===== src/hw/rtl/lkvc_pkg.sv =====
// ----------------------------------------------------------------------------
// lkvc_pkg
// shared types and constants for the lru key/value cache
// ----------------------------------------------------------------------------
package lkvc_pkg;
  localparam int Entries  = 64;
  localparam int IdxW     = $clog2(Entries);
  localparam int CntW     = $clog2(Entries + 1);
  localparam int CapW     = 7;
  localparam logic [CapW-1:0] CapReset = 7'd64;
  localparam logic [31:0] MissValue = 32'hFFFF_FFFF;

  localparam logic OpGet = 1'b0;
  localparam logic OpSet = 1'b1;

  // controller -> datapath
  typedef struct packed {
    logic load;     // capture request and run compare
    logic update;   // apply hit touch / overwrite / insert
  } lkvc_cmd_t;

  // datapath -> controller
  typedef struct packed {
    logic op;
  } lkvc_sts_t;
endpackage


===== src/hw/rtl/lkvc_ctrl.sv =====
// ----------------------------------------------------------------------------
// lkvc_ctrl
// request sequencing: compare, update, response
// ----------------------------------------------------------------------------
module lkvc_ctrl import lkvc_pkg::*; (
  input  logic      clk,
  input  logic      rst,
  input  logic      req_valid,
  output logic      req_ready,
  output logic      rsp_valid,
  input  logic      rsp_ready,
  output lkvc_cmd_t cmd,
  input  lkvc_sts_t sts
);
  localparam logic [1:0] SIdle = 2'd0;
  localparam logic [1:0] SUpd  = 2'd1;
  localparam logic [1:0] SRsp  = 2'd2;

  logic [1:0] state, state_next;

  assign req_ready  = (state == SIdle);
  assign rsp_valid  = (state == SRsp);
  assign cmd.load   = req_valid && req_ready;
  assign cmd.update = (state == SUpd);

  always_comb begin
    state_next = state;
    case (state)
      SIdle: if (req_valid) state_next = SUpd;
      SUpd:  state_next = (sts.op == OpGet) ? SRsp : SIdle;
      SRsp:  if (rsp_ready) state_next = SIdle;
      default: state_next = SIdle;
    endcase
  end

  always_ff @(posedge clk) begin
    if (rst) state <= SIdle;
    else     state <= state_next;
  end
endmodule


===== config.mk =====
export PLATFORM = sky130hd
export DESIGN_NAME = lkvc_ctrl
export DESIGN_NICKNAME = d
export VERILOG_FILES = /design/src/hw/rtl/lkvc_pkg.sv /design/src/hw/rtl/lkvc_ctrl.sv
export SDC_FILE = /design/constraint.sdc
export NUM_CORES = 1
export LEC_CHECK = 0
export BUFFER_PORTS_ARGS = -buffer_cell sky130_fd_sc_hd__buf_2
export CAP_MARGIN = 10
export CORE_AREA = 2 2 39 41
export DETAILED_ROUTE_END_ITERATION = 8
export DIE_AREA = 0 0 41 43
export MAX_ROUTING_LAYER = met4
export PLACE_DENSITY = 0.3
export SLEW_MARGIN = 30
export SYNTH_ARGS = -nofsm -noshare
export SYNTH_HDL_FRONTEND = slang
export SYNTH_SLANG_ARGS = --single-unit

===== constraint.sdc =====
create_clock -name clk -period 1.2 [get_ports clk]
set_clock_uncertainty 0.2 [all_clocks]
set_input_delay 0.12 -clock clk [delete_from_list [all_inputs] [get_ports clk]]
set_output_delay 0.12 -clock clk [all_outputs]
set_load 0.005 [all_outputs]

[Yosys cells after proc, flatten, opt, wreduce, memory -nomap -nowiden]
Cells that the tools add are included.
Operators by class
  reduce and logical (&&, ||, !) cells: 3
  muxes and demuxes: 4
  equality and inequality tests: 4
Operators by type and width (number)
  two-way mux 2 bit: 3
  one-hot mux 2 bit (3 select lines): 1
  equality test 2 x 1 -> 1 bit (second input constant): 1
  equality test 2 bit (second input constant): 1
  zero test 2 bit: 1
  inequality test 2 x 1 -> 1 bit (second input constant): 1
  inequality test 2 bit (second input constant): 1
  AND reduction 2 bit: 1
  logical AND 1 bit: 1
Storage, ports and cells
  input bits: 5
  register bits after elaboration: 2
  word-level logic and storage cells: 12
  output and inout port bits: 4

[Longest topological paths before layout]
Gate-level depths: netlist of the first run.
  depth in word-level cells: 3
  gate-level depth with buffers: 2
  mapped depth without buffers: 2

[Worst setup path after synthesis of the first run]
OpenSTA, ideal clock, no wires.
  path type: reg2reg
  start point: register state[1]
  end point: register state[1]
  arrival: 0.737 ns
  library setup time: 0.117 ns
  stages on the path, launching flop included: 3
  path slack: 0.146 ns
  path buffers: 0
  data required time: 0.883 ns
  clock period less this slack: 1.054 ns
  path through: dfxtp_1 > and2b_2 > a22o_1
RTL lines
  start, declared: RTL line lkvc_ctrl.sv:19  | logic [1:0] state, state_next;
  start signal, assigned: RTL line lkvc_ctrl.sv:37  | if (rst) state <= SIdle;
  start signal, assigned: RTL line lkvc_ctrl.sv:38  | else state <= state_next;

==> impl_metrics.csv, run 1 <==
group,metric,value,unit
detailed_routing,drt-total-wl,340,um
synthesis,yosysTopAreaCell,"dfxtp_1",
detailed_routing,vias,123,
worst_hold_path,hp-class,"primary input to flip-flop",
critical_path,cp_cell_sequence,"and2b_2 > buf_6",
timing,max_slew_margin,89.4,%
timing,timing.final.crit_share,104,%
detailed_routing,postRouteAntennaNets,0,
clocking,clk_pin_slew,0.03,ns
worst_hold_path,whs_path_depth,3,
global_routing,gr-total-overflow,0,
synthesis,synthTopCellsByArea,"dfxtp_1, nor2_1, a22o_1",
global_routing,grt_pass1_vias,122,
cells_and_area,largestRegisters,"state: 2 flops",
timing,max_slew.worst_pin.slew,0.158,ns
clocking,cts_setup_buffers,0,
detailed_routing,first_iter_violations,1,
die,dieArea,1760,um2
flow_run,max_cap_viol_count,0,
synthesis,synth_simple_gate_area_share,45.8,%
detailed_routing,drt_pass1_iterations,2,
timing,max_freq,804,MHz
place,post-dp-hpwl,248,um
critical_path,crit_path_max_fanout,4,
cells_and_area,diodes,0,
synthesis,yosys.cell_types.count,7,
die,io_pins,9,
detailed_routing,wire_per_inst,8.95,um
timing,post-route-min-period,1.24,ns
critical_path,end_kind,"output pin",
detailed_routing,vias_per_cell,3.24,
critical_path,cp_slowest_stage_delay,0.34,ns
cells_and_area,syn2layout_area_growth,118,%
power,switching_share,22.7,%
synthesis,netlist_instances,10,
cells_and_area,largest_register,"state",
die,die_y,43,um
timing,fin_ws,-0.0443,ns
clocking,clock_path_buffers,2,
critical_path,reg2reg_to,"state[1]",
clocking,clk_latency,0.23,ns
detailed_routing,drc,0,
critical_path,crit_slowest_cell,"dfxtp_2",
synthesis,synth_top_area_share,44.4,%
cells_and_area,fin_nets,29,
power,seqPwrFrac,28.1,%
clocking,numClockSinks,2,
critical_path,required,0.88,ns
global_routing,grt_util_all_layers,6.26,%
critical_path,critical_path.top_delay_family,"flip-flops",
cells_and_area,final_util,14.2,%
critical_path,crit_end,"cmd[0]",
global_routing,antenna_found_initial,0,
timing,rsz0062_at_grt,"yes",
critical_path,cp_num_buf_inv,1,
clocking,htree_levels,1,
die,die_width,41,um
critical_path,r2r_cells,2,
place,gp_congestion,0.477,
cells_and_area,largest_reg_flops,2,
cells_and_area,drive_above_1_share,68.2,%
synthesis,synth_top_family_by_area,"simple AND/OR/NAND/NOR gates",
cells_and_area,layout_common_cells,"buf_2, nor2_1, clkbuf_4",
global_routing,grt_max_degree,5,
power,power.share.clock,58.4,%
clocking,cts_tree,"yes",
die,core_area,1380,um2
synthesis,synthMuxAreaShare,0,%
synthesis,syn_nets,15,
critical_path,crit_start,"state[1]",
power,ir_drop,0.167,mV
power,power_density,1350,nW/um2
critical_path,rrSetupSlack,0.11,ns
synthesis,seq_area_frac_synth,44.4,%
critical_path,worstSetupPathType,"flip-flop to output pin",
die,rows,14,
cells_and_area,final_common_cell,"buf_2",
synthesis,synth_area,90.1,um2
synthesis,synthAdderAreaFrac,0,%
run_status,violations,"setup timing",
clocking,ctsRootBufferMaster,"clkbuf_4",
synthesis,ys_warn_count,0,
critical_path,path_depth,2,
power,p_int,205,uW
critical_path,cp.arrival,0.92,ns
synthesis,syn_area_per_cell,9.01,um2
timing,final_max_slew_viol_count,0,
cells_and_area,final_area,196,um2
timing,hold_viol,0,
synthesis,ys_seq_elements,2,
global_routing,grt_pass1_wl,552,um
power,p_leak,0.0000969,uW
power,p_switching,60.0,uW
synthesis,synth-xor-area-share,0,%
place,place.port_buffers,8,
place,postPlaceCellArea,150,um2
critical_path,r2r-start,"state[1]",
timing,setup_viol,2,
power,power_frac_comb,13.5,%
run_status,run_status,"finished with violations",
synthesis,synth_compound_area_share,9.72,%
critical_path,crit_path_start_kind,"flip-flop",
clocking,cts_buffers,3,
die,floorplan.initialDensity,6.51,%
-- cells by family after synthesis --
group	after synthesis
compound gates	1
simple gates	7
flops	2
-- cell usage after synthesis --
master / number
a22o_1: 1
and2b_1: 1
and2b_2: 1
dfxtp_1: 2
nor2_1: 3
nor2b_1: 1
nor3b_1: 1
-- per-layer routing --
metal  global-route usage, %  routed length, um  up-vias
met5                       -                  0        -
met4                    10.0                 18        0
met3                    6.28                 48        2
met2                    5.31                108       11
met1                    5.41                164       53
li1                        -                  -       57
-- worst min-delay path by stage --
stage,start,end
5_1_grt,sts,state[1]
3_5_place_dp,rst,state[0]
4_1_cts,sts,state[1]
6_report,sts,state[1]
3_3_place_gp,rst,state[0]
2_1_floorplan,rst,state[0]
-- power groups by stage --
stage	logic, uW	registers (uW)	clock network (uW)
6_report	35.8	74.4	154
2_1_floorplan	12.8	73.3	0
5_1_grt	40.3	74.7	179
3_5_place_dp	29.9	74.1	0
3_3_place_gp	29.5	73.5	0
4_1_cts	33.5	74.4	166
-- metrics by stage --
step	instances	setup TNS, ns	hold WS [ns]	worst slack, ns	power [uW]
after CTS	38	-0.105	0.0162	-0.0555	273
after global routing	38	-0.209	0.0246	-0.0816	294
after floorplan	10	0	-0.00839	0.146	86.1
after global placement	34	0	0.119	0.133	103
final	38	-0.0587	0.0231	-0.0443	265
after detailed placement	34	0	0.127	0.111	104
-- cell type report --
type | count | area [um2]
clock buffers | 3 | 22.5
fillers | 170 | 1190
well taps | 16 | 20.0
repair buffers | 9 | 56.3
flip-flops and latches | 2 | 42.5
multi-input cells | 8 | 55.1
-- tightest hold or removal path, delay by kind of cell --
kind | cells | cell delay [ns]
simple gates | 1 | 0.04
compound gates | 1 | 0.17
buf+inv | 1 | 0.08
-- repair_timing --
action | CTS | global route
gates resized for setup | 3 | 1
cloned | 0 | 0
hold endpoints to repair | 1 | 0
hold buffers | 1 | 0
endpoints found under the setup margin | 3 | 3
pin swaps | 0 | 1
(Power assumes the default switching activity.)
==> run 2: changes to the inputs <==
Settings changed: PLACE_DENSITY 0.3 to not set, PLACE_DENSITY_LB_ADDON set to 0.05.
==> run 2 against run 1 <==
The flow still finishes with violations (setup timing). Fmax rose by 1.6%. Clock power is 4% lower. Combinational power is 12% lower. Hold slack got worse by 0.0092 ns. Clock-buffer cell count is the same. Via count down 11%. Sequential power barely moved. Sequential cell count stayed put. First-iteration DRC count decreased by 100%. Utilization fell by 0.45 points. Largest power group unchanged.
==> impl_metrics.csv, run 2 (synthesis gave the netlist of run 1 again) <==
group,metric,value,unit
critical_path,end_kind,"output pin",
timing,setup_viol,1,
detailed_routing,wire_per_inst,7.26,um
critical_path,r2r-start,"state[1]",
cells_and_area,largest_reg_flops,2,
clocking,ctsRootBufferMaster,"clkbuf_4",
die,die_y,43,um
timing,max_slew_margin,90.2,%
cells_and_area,syn2layout_area_growth,111,%
power,p_leak,0.0000958,uW
power,power,254,uW
cells_and_area,final_common_cell,"buf_2",
die,floorplan.initialDensity,6.51,%
die,die_width,41,um
worst_hold_path,whs_path_depth,3,
critical_path,cp.arrival,0.90,ns
place,gp_congestion,0.586,
global_routing,grt_pass1_vias,115,
clocking,cts_setup_buffers,0,
critical_path,r2r_cells,2,
cells_and_area,fillers,162,
cells_and_area,fin_nets,29,
critical_path,cp_slowest_stage_delay,0.34,ns
detailed_routing,postRouteAntennaNets,0,
detailed_routing,drt_pass1_iterations,1,
clocking,htree_levels,1,
global_routing,grt_max_degree,5,
worst_hold_path,worstHoldEndpoint,"state[1]",
place,postPlaceCellArea,150,um2
cells_and_area,largest_register,"state",
critical_path,worstSetupPathType,"flip-flop to output pin",
timing,max_freq,817,MHz
clocking,cts_tree,"yes",
global_routing,gr-total-overflow,0,
cells_and_area,final_area,190,um2
timing,rsz0062_at_grt,"yes",
die,io_pins,9,
clocking,clk_latency,0.22,ns
critical_path,crit_slowest_cell,"dfxtp_2",
run_status,violations,"setup timing",
timing,hold_viol,0,
critical_path,cp_num_buf_inv,1,
timing,setup_tns,-0.0245,ns
critical_path,crit_path_max_fanout,4,
worst_hold_path,hp-class,"primary input to flip-flop",
detailed_routing,vias,109,
clocking,numClockSinks,2,
timing,final_max_slew_viol_count,0,
clocking,clock_path_buffers,2,
cells_and_area,layout_common_cells,"buf_2, nor2_1, clkbuf_4",
critical_path,reg2reg_to,"state[1]",
detailed_routing,drt-total-wl,276,um
timing,fin_ws,-0.0245,ns
timing,max_slew.worst_pin.slew,0.146,ns
cells_and_area,diodes,0,
cells_and_area,multiInputGateArea,55.1,um2
cells_and_area,drive_above_1_share,68.2,%
detailed_routing,vias_per_cell,2.87,
global_routing,antenna_found_initial,0,
detailed_routing,first_iter_violations,0,
die,dieArea,1760,um2
power,ir_drop,0.176,mV
timing,post-route-min-period,1.22,ns
die,rows,14,
cells_and_area,largestRegisters,"state: 2 flops",
critical_path,critical_path.top_delay_family,"flip-flops",
die,core_area,1380,um2
critical_path,rrSetupSlack,0.14,ns
critical_path,cp_cell_sequence,"and2b_2 > buf_2",
power,power_density,1340,nW/um2
critical_path,crit_path_start_kind,"flip-flop",
clocking,cts_buffers,3,
place,post-dp-hpwl,223,um
global_routing,grt_util_all_layers,4.83,%
worst_hold_path,hp-start,"sts",
run_status,run_status,"finished with violations",
place,place.port_buffers,8,
clocking,clk_pin_slew,0.03,ns
critical_path,required,0.88,ns
flow_run,max_cap_viol_count,0,
cells_and_area,seq_area,42.5,um2
timing,timing.final.crit_share,102,%
detailed_routing,drc,0,
global_routing,grt_pass1_wl,393,um
[run 2: how the worst max path moves through the flow]
stage             start  endpoint  cells past startpoint  slack, ns
6_report       state[1]    cmd[0]                      2      -0.02
5_1_grt        state[1]    cmd[0]                      2      -0.05
4_1_cts        state[1]    cmd[0]                      2      -0.04
3_5_place_dp   state[1]  state[1]                      2       0.12
2_1_floorplan  state[1]  state[1]                      2       0.15
3_3_place_gp   state[0]    cmd[1]                      2       0.11
[run 2: through the flow]
step / worst slack, ns / hold WS [ns] / utilization (%) / cells
after detailed placement: 0.121 / 0.127 / 10.8 / 34
after global routing: -0.0520 / 0.0404 / 13.7 / 38
after floorplan: 0.146 / -0.00839 / - / 10
final: -0.0245 / 0.0139 / 13.7 / 38
after global placement: 0.110 / 0.128 / 10.8 / 34
after CTS: -0.0414 / 0.00811 / 13.7 / 38
[run 2: tightest hold or removal path, stage by stage]
cell	delay, ns
buf_2	0.08
nor2_1	0.03
a22o_1	0.16
[run 2: layout make-up]
| class | instances | share of cell area [%] |
|---|---|---|
| clock buffer | 3 | 11.8 |
| multi-input combinational | 8 | 28.9 |
| sequential | 2 | 22.4 |
| tap | 16 | 10.5 |
| timing repair buffer | 9 | 26.3 |
[run 2: report_power, final]
group / leakage [uW] / total, uW / switching (uW) / internal, uW
combinational: 0.0000648 / 31.6 / 11.4 / 20.3
sequential: 0.0000172 / 74.4 / 3.34 / 71.1
clock: 0.0000138 / 148 / 37.9 / 110
[run 2: metal layers]
metal	track usage, %	wire (um)	up-vias
met1	2.24	78	48
met2	5.00	183	2
met3	3.14	15	0
li1	-	-	59
met4	12.0	0	0
met5	-	0	-
[run 2: repair_timing]
action                     4_1_cts  5_1_grt
hold endpoints to repair         1        0
resized for setup                3        0
hold buffers                     1        0
setup endpoints to repair        3        3
pin swaps                        1        0
